===== src/rtl/idw_pkg.sv =====
`timescale 1ns / 1ps

package idw_pkg;

   // Default depth of the request queue between front and back
   localparam int QUEUE_DEPTH_DEF = 2;

   // Configuration port
   localparam int CSR_INDEX_W = 2;
   localparam logic [CSR_INDEX_W-1:0] CSR_DEVICE_ADDRESS = 2'd0;
   localparam logic [CSR_INDEX_W-1:0] CSR_ACK_TIMEOUT    = 2'd1;

   // Register reset values
   localparam logic [7:0] DEVICE_ADDRESS_RST = 8'h78;
   localparam logic [7:0] ACK_TIMEOUT_RST    = 8'd250;

   // Control bytes that follow the address
   localparam logic [7:0] CTRL_DATA = 8'h40;
   localparam logic [7:0] CTRL_CMD  = 8'h00;

   // Position of the byte being sent inside the frame
   localparam logic [1:0] FPOS_ADDRESS = 2'd0;
   localparam logic [1:0] FPOS_CONTROL = 2'd1;
   localparam logic [1:0] FPOS_PAYLOAD = 2'd2;

   // Step numbers inside start, ack and stop sequences, and inside a bit
   localparam logic [1:0] STEP_0 = 2'd0;
   localparam logic [1:0] STEP_1 = 2'd1;
   localparam logic [1:0] STEP_2 = 2'd2;
   localparam logic [1:0] STEP_3 = 2'd3;

   localparam logic [2:0] LAST_BIT = 3'd7;

   // Request opcodes
   localparam logic OPC_TICK = 1'b0;
   localparam logic OPC_BYTE = 1'b1;

   typedef enum logic [2:0] {
      PH_IDLE  = 3'd0,
      PH_START = 3'd1,
      PH_BITS  = 3'd2,
      PH_ACK   = 3'd3,
      PH_STOP  = 3'd4,
      PH_HOLD  = 3'd5
   } phase_type;

   typedef enum logic {
      KIND_TICK = 1'b0,
      KIND_BYTE = 1'b1
   } kind_type;

   // Classified request as it travels through the queue
   typedef struct packed {
      kind_type   kind;
      logic [7:0] payload;
      logic       is_data;
      logic       opens;
      logic       closes;
      logic       sda_in;
   } queue_item_type;

   // Queue status seen by the top level
   typedef struct packed {
      logic not_empty;
      logic full;
   } queue_stat_type;

   // A pin sequence is running
   function automatic logic phase_busy(input phase_type ph);
      return ph inside {PH_START, PH_BITS, PH_ACK, PH_STOP};
   endfunction

endpackage


===== src/rtl/i2c_display_write_master.sv =====
`timescale 1ns / 1ps

// Write-only I2C master for a display controller, paced by tick requests.
// Every request on req_ gives exactly one response on rsp_. The response
// carries the pin levels after that step plus handshake and status flags.
// Requests pass through a small queue (QUEUE_DEPTH entries) into the pin
// sequencer, which carries out one request per cycle into an output register.
// A request accepted is first written into the queue; once popped it is carried
// out into the output register, and its response is on rsp_ from then on.
// One request per cycle is sustained as long as rsp_ready stays high.
// The bus bit rate is set entirely by how often ticks are sent. Registers
// are written through csr_ with csr_ready always high; index 0 is the
// device address byte, index 1 the ack poll limit, other indexes are ignored.

module i2c_display_write_master #(
   parameter int QUEUE_DEPTH = idw_pkg::QUEUE_DEPTH_DEF
) (
   input  logic                            clock,
   input  logic                            reset,
   input  logic                            csr_valid,
   output logic                            csr_ready,
   input  logic [idw_pkg::CSR_INDEX_W-1:0] csr_index,
   input  logic [7:0]                      csr_wdata,
   input  logic                            req_valid,
   output logic                            req_ready,
   input  logic                            req_opcode,
   input  logic [7:0]                      req_payload,
   input  logic                            req_is_data,
   input  logic                            req_opens,
   input  logic                            req_closes,
   input  logic                            req_sda_in,
   output logic                            rsp_valid,
   input  logic                            rsp_ready,
   output logic                            rsp_scl,
   output logic                            rsp_sda_out,
   output logic                            rsp_sda_drive,
   output logic                            rsp_accepted,
   output logic                            rsp_ready_res,
   output logic                            rsp_nack_error,
   output logic                            rsp_busy_res
);
   import idw_pkg::*;

   queue_item_type q_item;
   queue_stat_type q_stat;
   logic           q_valid, q_ready;

   // Front: accept and classify into the queue
   idw_front #(
      .QUEUE_DEPTH (QUEUE_DEPTH)
   ) u_front (
      .clock       (clock),
      .reset       (reset),
      .req_valid   (req_valid),
      .req_ready   (req_ready),
      .req_opcode  (req_opcode),
      .req_payload (req_payload),
      .req_is_data (req_is_data),
      .req_opens   (req_opens),
      .req_closes  (req_closes),
      .req_sda_in  (req_sda_in),
      .q_valid     (q_valid),
      .q_ready     (q_ready),
      .q_item      (q_item),
      .q_stat      (q_stat)
   );

   // Back: pin sequencer and response register
   idw_back u_back (
      .clock          (clock),
      .reset          (reset),
      .csr_valid      (csr_valid),
      .csr_ready      (csr_ready),
      .csr_index      (csr_index),
      .csr_wdata      (csr_wdata),
      .q_valid        (q_valid),
      .q_ready        (q_ready),
      .q_item         (q_item),
      .rsp_valid      (rsp_valid),
      .rsp_ready      (rsp_ready),
      .rsp_scl        (rsp_scl),
      .rsp_sda_out    (rsp_sda_out),
      .rsp_sda_drive  (rsp_sda_drive),
      .rsp_accepted   (rsp_accepted),
      .rsp_ready_res  (rsp_ready_res),
      .rsp_nack_error (rsp_nack_error),
      .rsp_busy_res   (rsp_busy_res)
   );

   // A pushed request is still queued on the next cycle
   a_push_held: assert property (@(posedge clock) disable iff (reset)
      req_valid && req_ready |=> q_stat.not_empty)
      else $error("queue lost a request");

   // Every request carried out produces a response
   a_pop_rsp: assert property (@(posedge clock) disable iff (reset)
      q_valid && q_ready |=> rsp_valid)
      else $error("response missing after queue pop");

   // Queue never reports full and empty together
   a_queue_stat: assert property (@(posedge clock) disable iff (reset)
      q_stat.full |-> q_stat.not_empty)
      else $error("queue full while empty");

   // Ready and busy flags are complementary on a shown response
   a_ready_busy: assert property (@(posedge clock) disable iff (reset)
      rsp_valid |-> (rsp_ready_res != rsp_busy_res))
      else $error("ready and busy flags disagree");

endmodule


===== src/rtl/idw_front.sv =====
`timescale 1ns / 1ps

module idw_front #(
   parameter int QUEUE_DEPTH = idw_pkg::QUEUE_DEPTH_DEF
) (
   input  logic                    clock,
   input  logic                    reset,
   input  logic                    req_valid,
   output logic                    req_ready,
   input  logic                    req_opcode,
   input  logic [7:0]              req_payload,
   input  logic                    req_is_data,
   input  logic                    req_opens,
   input  logic                    req_closes,
   input  logic                    req_sda_in,
   output logic                    q_valid,
   input  logic                    q_ready,
   output idw_pkg::queue_item_type q_item,
   output idw_pkg::queue_stat_type q_stat
);
   import idw_pkg::*;

   localparam int PTR_W = (QUEUE_DEPTH > 1) ? $clog2(QUEUE_DEPTH) : 1;
   localparam int CNT_W = $clog2(QUEUE_DEPTH + 1);
   localparam logic [PTR_W-1:0] PTR_LAST = PTR_W'(QUEUE_DEPTH - 1);
   localparam logic [CNT_W-1:0] CNT_FULL = CNT_W'(QUEUE_DEPTH);

   queue_item_type   entry_ff [QUEUE_DEPTH];
   logic [PTR_W-1:0] wr_ptr_ff, wr_ptr_in;
   logic [PTR_W-1:0] rd_ptr_ff, rd_ptr_in;
   logic [CNT_W-1:0] count_ff, count_in;
   queue_item_type   item_cls;
   logic             push, pop;

   // Classify the incoming request
   always_comb begin
      item_cls.kind    = (req_opcode == OPC_BYTE) ? KIND_BYTE : KIND_TICK;
      item_cls.payload = req_payload;
      item_cls.is_data = req_is_data;
      item_cls.opens   = req_opens;
      item_cls.closes  = req_closes;
      item_cls.sda_in  = req_sda_in;
   end

   assign req_ready      = (count_ff != CNT_FULL);
   assign push           = req_valid && req_ready;
   assign q_valid        = (count_ff != '0);
   assign pop            = q_valid && q_ready;
   assign q_item         = entry_ff[rd_ptr_ff];
   assign q_stat.not_empty = q_valid;
   assign q_stat.full      = !req_ready;

   // Pointer and fill count updates
   always_comb begin
      wr_ptr_in = wr_ptr_ff;
      rd_ptr_in = rd_ptr_ff;
      count_in  = count_ff;
      if (push) begin
         wr_ptr_in = (wr_ptr_ff == PTR_LAST) ? '0 : wr_ptr_ff + PTR_W'(1);
      end
      if (pop) begin
         rd_ptr_in = (rd_ptr_ff == PTR_LAST) ? '0 : rd_ptr_ff + PTR_W'(1);
      end
      if (push && !pop) begin
         count_in = count_ff + CNT_W'(1);
      end else if (pop && !push) begin
         count_in = count_ff - CNT_W'(1);
      end
   end

   always_ff @(posedge clock) begin
      if (reset) begin
         wr_ptr_ff <= '0;
         rd_ptr_ff <= '0;
         count_ff  <= '0;
      end else begin
         wr_ptr_ff <= wr_ptr_in;
         rd_ptr_ff <= rd_ptr_in;
         count_ff  <= count_in;
      end
   end

   // Queue storage
   always_ff @(posedge clock) begin
      if (push) begin
         entry_ff[wr_ptr_ff] <= item_cls;
      end
   end

endmodule


===== src/rtl/idw_back.sv =====
`timescale 1ns / 1ps

module idw_back (
   input  logic                    clock,
   input  logic                    reset,
   input  logic                    csr_valid,
   output logic                    csr_ready,
   input  logic [idw_pkg::CSR_INDEX_W-1:0] csr_index,
   input  logic [7:0]              csr_wdata,
   input  logic                    q_valid,
   output logic                    q_ready,
   input  idw_pkg::queue_item_type q_item,
   output logic                    rsp_valid,
   input  logic                    rsp_ready,
   output logic                    rsp_scl,
   output logic                    rsp_sda_out,
   output logic                    rsp_sda_drive,
   output logic                    rsp_accepted,
   output logic                    rsp_ready_res,
   output logic                    rsp_nack_error,
   output logic                    rsp_busy_res
);
   import idw_pkg::*;

   // Configuration registers
   logic [7:0] dev_addr_ff, ack_timeout_ff;

   // Engine state
   phase_type  phase_ff, phase_in;
   logic [1:0] step_ff, step_in;
   logic [2:0] bit_cnt_ff, bit_cnt_in;
   logic [7:0] shift_ff, shift_in;
   logic [1:0] fpos_ff, fpos_in;
   logic [7:0] held_payload_ff, held_payload_in;
   logic       held_is_data_ff, held_is_data_in;
   logic       close_pending_ff, close_pending_in;
   logic [7:0] poll_cnt_ff, poll_cnt_in;
   logic       scl_ff, scl_in;
   logic       sda_ff, sda_in_lvl;
   logic       drive_ff, drive_in;
   logic       error_ff, error_in;
   logic       discard_ff, discard_in;
   logic       accepted_in;

   // Result register
   logic       rsp_valid_ff, rsp_valid_in;
   logic       rsp_scl_ff, rsp_sda_out_ff, rsp_sda_drive_ff, rsp_accepted_ff;
   logic       rsp_ready_res_ff, rsp_nack_error_ff, rsp_busy_res_ff;

   logic       fire;

   assign csr_ready = 1'b1;
   assign q_ready   = !rsp_valid_ff || rsp_ready;
   assign fire      = q_valid && q_ready;

   // Configuration writes
   always_ff @(posedge clock) begin
      if (reset) begin
         dev_addr_ff    <= DEVICE_ADDRESS_RST;
         ack_timeout_ff <= ACK_TIMEOUT_RST;
      end else if (csr_valid && csr_ready) begin
         case (csr_index)
            CSR_DEVICE_ADDRESS: dev_addr_ff    <= csr_wdata;
            CSR_ACK_TIMEOUT:    ack_timeout_ff <= csr_wdata;
            default: ;
         endcase
      end
   end

   // Next state of the pin sequencer
   always_comb begin
      phase_in         = phase_ff;
      step_in          = step_ff;
      bit_cnt_in       = bit_cnt_ff;
      shift_in         = shift_ff;
      fpos_in          = fpos_ff;
      held_payload_in  = held_payload_ff;
      held_is_data_in  = held_is_data_ff;
      close_pending_in = close_pending_ff;
      poll_cnt_in      = poll_cnt_ff;
      scl_in           = scl_ff;
      sda_in_lvl       = sda_ff;
      drive_in         = drive_ff;
      error_in         = error_ff;
      discard_in       = discard_ff;
      accepted_in      = 1'b0;

      if (fire) begin
         if (q_item.kind == KIND_TICK) begin
            case (phase_ff)
               PH_START: begin
                  case (step_ff)
                     STEP_0: begin
                        drive_in = 1'b1; sda_in_lvl = 1'b1; step_in = STEP_1;
                     end
                     STEP_1: begin
                        scl_in = 1'b1; step_in = STEP_2;
                     end
                     STEP_2: begin
                        sda_in_lvl = 1'b0; step_in = STEP_3;
                     end
                     default: begin
                        // start done, address byte follows
                        scl_in     = 1'b0;
                        shift_in   = dev_addr_ff;
                        fpos_in    = FPOS_ADDRESS;
                        phase_in   = PH_BITS;
                        step_in    = STEP_0;
                        bit_cnt_in = '0;
                     end
                  endcase
               end
               PH_BITS: begin
                  case (step_ff)
                     STEP_0: begin
                        drive_in   = 1'b1;
                        sda_in_lvl = shift_ff[7];
                        shift_in   = {shift_ff[6:0], 1'b0};
                        step_in    = STEP_1;
                     end
                     STEP_1: begin
                        scl_in = 1'b1; step_in = STEP_2;
                     end
                     default: begin
                        scl_in     = 1'b0;
                        step_in    = STEP_0;
                        bit_cnt_in = bit_cnt_ff + 3'd1;
                        if (bit_cnt_ff == LAST_BIT) begin
                           phase_in = PH_ACK;
                        end
                     end
                  endcase
               end
               PH_ACK: begin
                  case (step_ff)
                     STEP_0: begin
                        drive_in = 1'b1; sda_in_lvl = 1'b1; step_in = STEP_1;
                     end
                     STEP_1: begin
                        drive_in = 1'b0; step_in = STEP_2;
                     end
                     STEP_2: begin
                        scl_in = 1'b1; poll_cnt_in = '0; step_in = STEP_3;
                     end
                     default: begin
                        if (!q_item.sda_in) begin
                           // acknowledged: next byte of the frame or finish
                           scl_in = 1'b0;
                           case (fpos_ff)
                              FPOS_ADDRESS: begin
                                 shift_in   = held_is_data_ff ? CTRL_DATA : CTRL_CMD;
                                 fpos_in    = FPOS_CONTROL;
                                 phase_in   = PH_BITS;
                                 step_in    = STEP_0;
                                 bit_cnt_in = '0;
                              end
                              FPOS_CONTROL: begin
                                 shift_in   = held_payload_ff;
                                 fpos_in    = FPOS_PAYLOAD;
                                 phase_in   = PH_BITS;
                                 step_in    = STEP_0;
                                 bit_cnt_in = '0;
                              end
                              default: begin
                                 phase_in = close_pending_ff ? PH_STOP : PH_HOLD;
                                 step_in  = STEP_0;
                              end
                           endcase
                        end else if (poll_cnt_ff >= ack_timeout_ff) begin
                           // no ack in time: stop and flag
                           error_in   = 1'b1;
                           discard_in = !close_pending_ff;
                           phase_in   = PH_STOP;
                           step_in    = STEP_0;
                        end else begin
                           poll_cnt_in = poll_cnt_ff + 8'd1;
                        end
                     end
                  endcase
               end
               PH_STOP: begin
                  case (step_ff)
                     STEP_0: begin
                        drive_in = 1'b1; scl_in = 1'b0; step_in = STEP_1;
                     end
                     STEP_1: begin
                        sda_in_lvl = 1'b0; step_in = STEP_2;
                     end
                     STEP_2: begin
                        scl_in = 1'b1; step_in = STEP_3;
                     end
                     default: begin
                        sda_in_lvl = 1'b1; phase_in = PH_IDLE; step_in = STEP_0;
                     end
                  endcase
               end
               default: ;
            endcase
         end else if (!phase_busy(phase_ff)) begin
            accepted_in = 1'b1;
            if (q_item.opens || (phase_ff != PH_HOLD && !discard_ff)) begin
               // new transaction (or repeated start)
               held_payload_in  = q_item.payload;
               held_is_data_in  = q_item.is_data;
               close_pending_in = q_item.closes;
               error_in         = 1'b0;
               discard_in       = 1'b0;
               phase_in         = PH_START;
               step_in          = STEP_0;
            end else if (phase_ff == PH_HOLD) begin
               // next payload byte within the open transaction
               close_pending_in = q_item.closes;
               held_payload_in  = q_item.payload;
               shift_in         = q_item.payload;
               fpos_in          = FPOS_PAYLOAD;
               phase_in         = PH_BITS;
               step_in          = STEP_0;
               bit_cnt_in       = '0;
            end else if (q_item.closes) begin
               // dropped byte ends the failed transaction
               discard_in = 1'b0;
            end
         end
      end
   end

   // Result valid flag: set by each step carried out, held until rsp_ready
   always_comb begin
      rsp_valid_in = rsp_valid_ff && !rsp_ready;
      if (fire) begin
         rsp_valid_in = 1'b1;
      end
   end

   always_ff @(posedge clock) begin
      if (reset) begin
         phase_ff         <= PH_IDLE;
         step_ff          <= STEP_0;
         bit_cnt_ff       <= '0;
         shift_ff         <= '0;
         fpos_ff          <= FPOS_ADDRESS;
         held_payload_ff  <= '0;
         held_is_data_ff  <= 1'b0;
         close_pending_ff <= 1'b0;
         poll_cnt_ff      <= '0;
         scl_ff           <= 1'b1;
         sda_ff           <= 1'b1;
         drive_ff         <= 1'b1;
         error_ff         <= 1'b0;
         discard_ff       <= 1'b0;
         rsp_valid_ff     <= 1'b0;
      end else begin
         phase_ff         <= phase_in;
         step_ff          <= step_in;
         bit_cnt_ff       <= bit_cnt_in;
         shift_ff         <= shift_in;
         fpos_ff          <= fpos_in;
         held_payload_ff  <= held_payload_in;
         held_is_data_ff  <= held_is_data_in;
         close_pending_ff <= close_pending_in;
         poll_cnt_ff      <= poll_cnt_in;
         scl_ff           <= scl_in;
         sda_ff           <= sda_in_lvl;
         drive_ff         <= drive_in;
         error_ff         <= error_in;
         discard_ff       <= discard_in;
         rsp_valid_ff     <= rsp_valid_in;
      end
   end

   // Output register, loaded when a queued request is carried out
   always_ff @(posedge clock) begin
      if (fire) begin
         rsp_scl_ff        <= scl_in;
         rsp_sda_out_ff    <= sda_in_lvl;
         rsp_sda_drive_ff  <= drive_in;
         rsp_accepted_ff   <= accepted_in;
         rsp_ready_res_ff  <= !phase_busy(phase_in);
         rsp_nack_error_ff <= error_in;
         rsp_busy_res_ff   <= phase_busy(phase_in);
      end
   end

   assign rsp_valid      = rsp_valid_ff;
   assign rsp_scl        = rsp_scl_ff;
   assign rsp_sda_out    = rsp_sda_out_ff;
   assign rsp_sda_drive  = rsp_sda_drive_ff;
   assign rsp_accepted   = rsp_accepted_ff;
   assign rsp_ready_res  = rsp_ready_res_ff;
   assign rsp_nack_error = rsp_nack_error_ff;
   assign rsp_busy_res   = rsp_busy_res_ff;

endmodule

===== config.mk =====
export PLATFORM = sky130hd
export DESIGN_NAME = i2c_display_write_master
export DESIGN_NICKNAME = d
export VERILOG_FILES = /design/src/rtl/idw_pkg.sv /design/src/rtl/i2c_display_write_master.sv /design/src/rtl/idw_front.sv /design/src/rtl/idw_back.sv
export SDC_FILE = /design/constraint.sdc
export NUM_CORES = 1
export LEC_CHECK = 0
export ABC_AREA = 1
export BUFFER_PORTS_ARGS = -buffer_cell sky130_fd_sc_hd__buf_2
export CAP_MARGIN = 20
export CORE_UTILIZATION = 40
export CTS_CLUSTER_DIAMETER = 100
export DETAILED_ROUTE_END_ITERATION = 8
export GPL_TIMING_DRIVEN = 0
export PLACE_DENSITY = 0.55
export SLEW_MARGIN = 0
export SYNTH_ARGS = -nofsm -noshare
export SYNTH_HDL_FRONTEND = slang
export SYNTH_HIERARCHICAL = 1
export SYNTH_SLANG_ARGS = --single-unit

===== constraint.sdc =====
create_clock -name clock -period 2.7 [get_ports clock]
set_clock_uncertainty 0.1 [all_clocks]
set_input_delay 0.135 -clock clock [delete_from_list [all_inputs] [get_ports clock]]
set_output_delay 0.135 -clock clock [all_outputs]
set_load 0.1 [all_outputs]

==> results of run 1 <==
-- flip-flops by register name, summed over array words and instances, names as in the netlist, 3 cells and up, named ones only --
name and flops:
u_back/bit_cnt_ff 3, u_back/ack_timeout_ff 8, u_back/shift_ff 8, u_back/dev_addr_ff 8, u_back/phase_ff 3, u_back/held_payload_ff 8, u_front/entry_ff 26, u_back/poll_cnt_ff 8
-- timing repair --
action                                  4_1_cts  5_1_grt
resized for setup                             3        6
endpoints found under the hold margin        42        0
endpoints found under the setup margin       20       17
hold buffers                                 22        0
-- layer usage --
metal  share of wire  track usage  wire, um
met1            0.48        0.247      5450
met2            0.46        0.324      5290
met3           0.036       0.0305       411
met4           0.025        0.100       283
met5               0            0         0
-- power by group --
group / switching [mW] / internal, mW / total, mW
Sequential: 0.175 / 1.85 / 2.02
Combinational: 1.58 / 0.681 / 2.27
Clock: 0.555 / 0.630 / 1.18
-- how the worst max path moves through the flow --
stage | start | end | slack, ns | cells past startpoint
2_1_floorplan | u_back/rsp_valid$_SDFF_PP0_ | u_back/shift_ff[7]$_SDFFE_PP0P_ | 0.28 | 10
3_5_place_dp | flip-flop | u_back/step_ff[1]$_SDFFE_PP0P_ | -0.12 | 11
6_report | flip-flop | u_back/poll_cnt_ff[3]$_SDFFE_PP0P_ | 0.20 | 11
3_3_place_gp | flip-flop | u_back/rsp_busy_res$_DFFE_PP_ | -0.07 | 13
5_1_grt | flip-flop | u_back/poll_cnt_ff[3]$_SDFFE_PP0P_ | -0.002 | 11
4_1_cts | flip-flop | u_back/poll_cnt_ff[3]$_SDFFE_PP0P_ | 0.06 | 11
-- per-stage QoR --
stage                     setup TNS (ns)   util  hold WS (ns)  total power, mW  instance area [sq um]
after floorplan                        0      -         0.113             3.76                   4820
after global placement            -0.379  0.448         0.223             4.23                   5180
after detailed placement           -1.10  0.448         0.226             4.26                   5180
after CTS                              0  0.491        0.0229             5.50                   5680
after global routing            -0.00223  0.493        0.0581             5.85                   5710
final                                  0  0.493        0.0381             5.47                   5710
-- worst reg2reg max path, stage by stage, from the launching register on --
cell     delay [ns]
dfxtp_1        0.43
buf_6          0.19
mux2_2         0.38
buf_2          0.23
nor2_4         0.18
inv_1          0.15
nor3_2         0.16
nand2_1        0.18
nor2_2         0.17
inv_1          0.07
o21ai_1        0.12
a21oi_1        0.05
-- final cells by class --
type                    instances  area (sq um)  share of cell area
flip-flops and latches         96          2250               0.395
multi-input cells             390          2180               0.382
repair buffers                 60           415              0.0728
inverters                      83           313              0.0548
clock buffers                  10           229              0.0401
well taps                     143           179              0.0314
plain buffers                  15          95.1              0.0167
clock inverters                 6          43.8             0.00767
==> results.cfg, run 1 <==
[synthesis]
synth_fp_nets = 630
gate_count_of_the_mapped_netlist = 584
synth_area_per_inst_sq_um = 8.26
post_synth_instance_area_sq_um = 4820
synthesis.yosys.warnings = 6

[critical_path]
worst_path_most_repeated_cell = inv_1
path_class = flip-flop to flip-flop
crit-reg2reg-capture = u_back/poll_cnt_ff[3]$_SDFFE_PP0P_
setup.reg_to_reg.worst_slack_ns = 0.20
timing.reg2reg.worst_path_depth = 11
cp_max_fo = 10
worst_path_dominant_cell_family = simple AND/OR/NAND/NOR gates
arrival_ns = 2.64
crit_path_cell_trace = buf_6 -> mux2_2 -> buf_2 -> nor2_4 -> inv_1 -> nor3_2 -> nand2_1 -> nor2_2 -> inv_1 -> o21ai_1 -> a21oi_1
worst_path_max_delay_cell = dfxtp_1
element_type_at_the_critical_path_end = flip-flop
worstPathRequired_ns = 2.84
worstSetupStartpointType = flip-flop
cpPeakStageDelay_ns = 0.43
cp.buffers_inverters = 4

[power]
power_density_nw_per_um2 = 959
worst_ir_drop_vdd_uv = 573
power.static_leakage_nw = 2.40

[grt]
number_of_antenna_violations_at_the_first_check_in_global_routing = 0
wire_length_of_the_first_global_routing_pass_mm = 18.7
track_usage = 0.195
global_route.overflow_total = 0
grt_max_degree = 17
vias_in_the_first_global_route = 3851

[timing]
final.setup.worst_slack_ns = 0.196
fin_hold_viols = 0
layout_worst_path_cycle_share = 0.927
relSlewSlack = 0.548
max_frequency_mhz = 399
final.min_clock_period_ns = 2.50
worst_pin_slew_ns = 0.678
setup_viol_count_final = 0
maxSlewViolCount = 0

[place]
globalplace.congestion = 0.824
hpwl_mm = 8.35
pre_cts_ws_ns = -0.116
place.port_buffers = 36
place.detailed.instances = 763

[routing]
post_drt_via_cell_ratio = 5.06
vias = 4062
drc = 0
antenna_violating_nets_post_route = 0
drtPass1Iterations = 5
first_iter_violations = 187
total_detailed_routing_wirelength_mm = 11.4
route.detailed.wl_per_inst_um = 14.2

[finish]
nFillCells = 1114
drive_gt1_frac = 0.158
syn_to_final_growth_pct = 18.3
nNetsFinal = 701
non_filler_instance_count_after_layout = 803
layout_commonest_cell = nand2_1
top_library_cells_by_usage_in_the_layout_fill_and_taps_aside = nand2_1 (103), nor2_1 (78), inv_1 (74)
antennaDiodeCount = 0

[worst_hold_path]
min_from = csr_index[1]
timing.hold.worst_endpoint = u_back/ack_timeout_ff[3]$_SDFFE_PP1P_
hold_path_depth = 4
min_path_type = primary input to flip-flop

[die]
rows = 39
ios = 38
die_h_um = 112
start_util = 0.417
fp.dieArea_sq_um = 12500
fp.dieW_um = 112
placeableCoreArea_sq_um = 11600

[clocking]
htreeDepth = 3
cts-root-buf = clkbuf_16
post_cts_buffers = 0
clk-insertion-delay-late_ns = 0.35
clockBufferDepth = 2
cts_buffers = 9
tritoncts = built
path_clk_slew_ns = 0.07
clock-sinks = 96

[outcome]
run_status = finished clean

[flow_run]
drv_cap = 0
(Power assumes the default switching activity.)
==> run 2: changes to the inputs <==
clock period = 3 ns   (was 2.7 ns; I/O delays follow)
==> run 2 against run 1 <==
Effect of this change: register-to-register slack better by 0.08 ns; critical path depth unchanged; sequential share of layout area rose by 0.11 points; non-clock buffer count down 1; routed wire length increased by 0.12%; highest routed layer unchanged.
==> results.cfg, run 2 (synthesis results as in run 1) <==
[grt]
wire_length_of_the_first_global_routing_pass_mm = 18.7
track_usage = 0.195
global_route.overflow_total = 0
grt_max_degree = 17
vias_in_the_first_global_route = 3856
number_of_antenna_violations_at_the_first_check_in_global_routing = 0

[routing]
drc = 0
total_detailed_routing_wirelength_mm = 11.4
first_iter_violations = 238
drtPass1Iterations = 4
antenna_violating_nets_post_route = 0
route.detailed.wl_per_inst_um = 14.3
post_drt_via_cell_ratio = 5.03
vias = 4035

[finish]
nFillCells = 1115
largest_register_ff_count = 26
final_cell_area_sq_um = 5690
drive_gt1_frac = 0.153
top_library_cells_by_usage_in_the_layout_fill_and_taps_aside = nand2_1 (103), nor2_1 (79), inv_1 (74)
layout_commonest_cell = nand2_1
antennaDiodeCount = 0
largest-register = u_front/entry_ff
utilization = 0.492
syn_to_final_growth_pct = 17.9
nNetsFinal = 700

[timing]
final.min_clock_period_ns = 2.73
worst_pin_slew_ns = 0.682
final.hold.worst_slack_ns = 0.0546
relSlewSlack = 0.546
max_frequency_mhz = 367
rsz_0062_raised_after_global_routing = no
timing.setup.tns_ns = 0
setup_viol_count_final = 0
layout_worst_path_cycle_share = 0.908
maxSlewViolCount = 0
fin_hold_viols = 0

[clocking]
path_clk_slew_ns = 0.07
clock-sinks = 96
clockBufferDepth = 2
cts_buffers = 9
tritoncts = built
cts-root-buf = clkbuf_16
htreeDepth = 3
clk-insertion-delay-late_ns = 0.35

[outcome]
run_status = finished clean

[critical_path]
arrival_ns = 2.83
crit_path_cell_trace = buf_6 -> mux2_2 -> inv_1 -> nand2_1 -> o211ai_1 -> nor2_1 -> nand2_2 -> clkinv_2 -> buf_8 -> nor2_1 -> a211oi_2
worstPathRequired_ns = 3.11
cpPeakStageDelay_ns = 0.43
worstSetupStartpointType = flip-flop
element_type_at_the_critical_path_end = flip-flop
worst_path_dominant_cell_family = buffers and inverters
worst_path_most_repeated_cell = nor2_1
cp.buffers_inverters = 4
worst_path_max_delay_cell = dfxtp_1
path_class = flip-flop to flip-flop
cp_max_fo = 16

[power]
power_density_nw_per_um2 = 864
worst_ir_drop_vdd_uv = 511
post-layout-total-power_mw = 4.91
power.static_leakage_nw = 2.39

[place]
hpwl_mm = 8.35
place.port_buffers = 36
globalplace.congestion = 0.824
dpl-instance-area_sq_um = 5180

[die]
start_util = 0.417
placeableCoreArea_sq_um = 11600
rows = 39
ios = 38
fp.dieW_um = 112
fp.dieArea_sq_um = 12500
die_h_um = 112

[flow_run]
drv_cap = 0

[worst_hold_path]
min_path_type = primary input to flip-flop
==> run 2: per-layer routing <==
metal	global-route usage	vias to the layer above	share of wire
met3	0.0305	17	0.034
met5	0	-	0
met2	0.324	70	0.46
met4	0.100	0	0.024
li1	-	2098	-
met1	0.246	1850	0.48
==> run 2: final timing paths <==
kind                                 startpoint                               endpoint  slack [ns]  depth (start not counted)
max                                   flip-flop        u_back/shift_ff[7]$_SDFFE_PP0P_        0.27                         11
min                                csr_index[1]  u_back/ack_timeout_ff[3]$_SDFFE_PP1P_        0.05                          4
max reg2reg                           flip-flop        u_back/shift_ff[7]$_SDFFE_PP0P_        0.27                         11
min reg2reg  u_back/dev_addr_ff[7]$_SDFFE_PP0P_     u_back/dev_addr_ff[7]$_SDFFE_PP0P_        0.36                          2
==> run 2: cell type report <==
class | instances | area, sq um | area share
well taps | 143 | 179 | 0.0314
inverters | 83 | 313 | 0.0550
clock buffers | 10 | 229 | 0.0402
repair buffers | 60 | 415 | 0.0730
clock inverters | 6 | 43.8 | 0.00770
plain buffers | 14 | 86.3 | 0.0152
multi-input cells | 390 | 2170 | 0.382
flip-flops and latches | 96 | 2250 | 0.396
==> run 2: through the flow <==
| stage | setup WS (ns) | std cells |
|---|---|---|
| 2_1_floorplan | 0.575 | 584 |
| 3_3_place_gp | 0.226 | 763 |
| 3_5_place_dp | 0.184 | 763 |
| 4_1_cts | 0.176 | 801 |
| 5_1_grt | 0.0338 | 802 |
| 6_report | 0.275 | 802 |
==> run 2: what timing repair did <==
item / 4_1_cts / 5_1_grt
setup buffers: 0 / 0
setup endpoints to repair: 0 / 5
hold buffers: 22 / 0
gates resized for setup: 0 / 1
hold endpoints to repair: 42 / 0
==> run 2: report_power, final <==
group | internal [mW] | switching [mW]
Clock | 0.567 | 0.500
Combinational | 0.603 | 1.43
Sequential | 1.66 | 0.157
Total | 2.83 | 2.08
==> run 2: tightest hold or removal path, stage by stage <==
cell and delay, ns:
buf_2 0.09, nor2_1 0.07, nand2_1 0.07, o211ai_1 0.07
==> run 3: changes to the inputs <==
CORE_UTILIZATION = 33   (was 40)
PLACE_DENSITY = 0.47   (was 0.55)
==> run 3 against run 2 <==
Effect of this change: worst hold slack lost 0.0040 ns; sequential share of layout area is 0.79 points lower; global-route usage fell by 2.4 points; sequential power about the same; register-to-register slack got worse by 0.03 ns; clock power rose by 21%; critical path type unchanged; critical endpoint is now u_back/poll_cnt_ff[3]$_SDFFE_PP0P_.
==> results.cfg, run 3 (synthesis results as in run 1) <==
[outcome]
run_status = finished clean

[timing]
max_frequency_mhz = 363
maxSlewViolCount = 0
fin_hold_viols = 0
final.hold.worst_slack_ns = 0.0506
layout_worst_path_cycle_share = 0.919
final.min_clock_period_ns = 2.76
timing.setup.tns_ns = 0
setup_viol_count_final = 0
relSlewSlack = 0.519
rsz_0062_raised_after_global_routing = no
worst_pin_slew_ns = 0.718

[die]
start_util = 0.342
rows = 43
die_h_um = 123
fp.dieW_um = 123
ios = 38
fp.dieArea_sq_um = 15100
placeableCoreArea_sq_um = 14100

[finish]
top_library_cells_by_usage_in_the_layout_fill_and_taps_aside = nand2_1 (103), nor2_1 (79), inv_1 (74)
drive_gt1_frac = 0.158
largest-register = u_front/entry_ff
nFillCells = 1439
final_cell_area_sq_um = 5810
syn_to_final_growth_pct = 20.4
multi_input_comb_area_sq_um = 2170
largest_register_ff_count = 26
non_filler_instance_count_after_layout = 839
nNetsFinal = 700
antennaDiodeCount = 0
utilization = 0.412
sequential_cell_area_sq_um = 2250
layout_commonest_cell = nand2_1

[routing]
drc = 0
antenna_violating_nets_post_route = 0
route.detailed.wl_per_inst_um = 14.2
vias = 4121
total_detailed_routing_wirelength_mm = 11.9
post_drt_via_cell_ratio = 4.91
drtPass1Iterations = 7
first_iter_violations = 236

[worst_hold_path]
min_path_type = primary input to flip-flop
timing.hold.worst_endpoint = u_back/rsp_valid$_SDFF_PP0_
hold_path_depth = 4
min_from = rsp_ready

[place]
globalplace.congestion = 0.830
hpwl_mm = 8.86
place.detailed.instances = 802
place.port_buffers = 36
dpl-instance-area_sq_um = 5250

[critical_path]
worstSetupStartpointType = flip-flop
cp_max_fo = 10
crit-reg2reg-capture = u_back/poll_cnt_ff[3]$_SDFFE_PP0P_
element_type_at_the_critical_path_end = flip-flop
arrival_ns = 2.89
path_class = flip-flop to flip-flop
setup.reg_to_reg.worst_slack_ns = 0.24
worstPathRequired_ns = 3.14
timing.reg2reg.worst_path_depth = 11

[clocking]
clockBufferDepth = 2
clk-insertion-delay-late_ns = 0.35
clock-sinks = 96
post_cts_buffers = 0
cts_buffers = 9
htreeDepth = 3
tritoncts = built
cts-root-buf = clkbuf_16
path_clk_slew_ns = 0.07

[power]
power.static_leakage_nw = 2.43
pwr-share-comb = 0.397
p_int_mw = 3.02
worst_ir_drop_vdd_uv = 517
power.share.clock = 0.250
power_frac_seq = 0.353
switchingPower_mw = 2.13
netSwitchingFraction = 0.414
power_density_nw_per_um2 = 886

[grt]
number_of_antenna_violations_at_the_first_check_in_global_routing = 0
track_usage = 0.171
wire_length_of_the_first_global_routing_pass_mm = 19.5
grt_max_degree = 19
global_route.overflow_total = 0
vias_in_the_first_global_route = 3930

[flow_run]
drv_cap = 0
## run 3: cell types whose count changed in the layout (fill, tap and decap cells not counted), moves of 2 or more
cell and change:
clkbuf_1 -2, bufinv_16 +2, buf_6 +2, clkinv_1 -2, buf_4 -2, inv_8 +2
## run 3: worst max-delay path by stage
stage                                startpoint                                  to  slack (ns)
floorplan           u_back/rsp_valid$_SDFF_PP0_     u_back/shift_ff[7]$_SDFFE_PP0P_        0.58
global placement                      flip-flop  u_back/poll_cnt_ff[3]$_SDFFE_PP0P_        0.15
detailed placement                    flip-flop  u_back/poll_cnt_ff[3]$_SDFFE_PP0P_        0.15
CTS                                   flip-flop  u_back/poll_cnt_ff[3]$_SDFFE_PP0P_        0.13
global route                          flip-flop  u_back/poll_cnt_ff[3]$_SDFFE_PP0P_      0.0006
finish                                flip-flop  u_back/poll_cnt_ff[3]$_SDFFE_PP0P_        0.24
## run 3: cell type report
| type | count | area share |
|---|---|---|
| plain buffers | 14 | 0.0149 |
| repair buffers | 60 | 0.0728 |
| inverters | 83 | 0.0539 |
| clock inverters | 7 | 0.0190 |
| flip-flops and latches | 96 | 0.388 |
| multi-input cells | 390 | 0.374 |
| clock buffers | 9 | 0.0388 |
| well taps | 180 | 0.0388 |
## run 3: worst max-delay path, cell delays in order (launching register included)
cell and delay, ns:
dfxtp_1 0.44, buf_6 0.19, mux2_2 0.39, buf_1 0.30, nor2_2 0.27, inv_1 0.17
nor3_2 0.17, nand2_1 0.17, nor2_1 0.20, inv_1 0.08, o21ai_1 0.11, a21oi_1 0.05
## run 3: per-stage QoR
step                      total power [mW]  worst slack (ns)
after CTS                             5.19             0.130
final                                 5.15             0.244
after detailed placement              3.85             0.155
after global placement                3.82             0.149
after global routing                  5.50          0.000585
after floorplan                       3.38             0.575
## run 3: routing by layer
metal  track usage  share of wire  up-vias
li1              -              -     2100
met1         0.221           0.47     1915
met2         0.278           0.47       90
met3        0.0438          0.041       16
met4        0.0595          0.020        0
met5             0              0        -
## run 3: repair_timing
action,in CTS,in global routing
resized for setup,0,2
endpoints found under the setup margin,0,7
hold buffers,22,0
endpoints found under the hold margin,41,0
## run 3: power by group through the flow
| stage | sequential, mW | combinational [mW] | clock [mW] |
|---|---|---|---|
| 6_report | 1.82 | 2.04 | 1.29 |
| 5_1_grt | 1.86 | 2.27 | 1.38 |
| 4_1_cts | 1.82 | 2.04 | 1.33 |
| 3_5_place_dp | 1.85 | 2.00 | 0 |
| 3_3_place_gp | 1.84 | 1.98 | 0 |
| 2_1_floorplan | 2.12 | 1.26 | 0 |
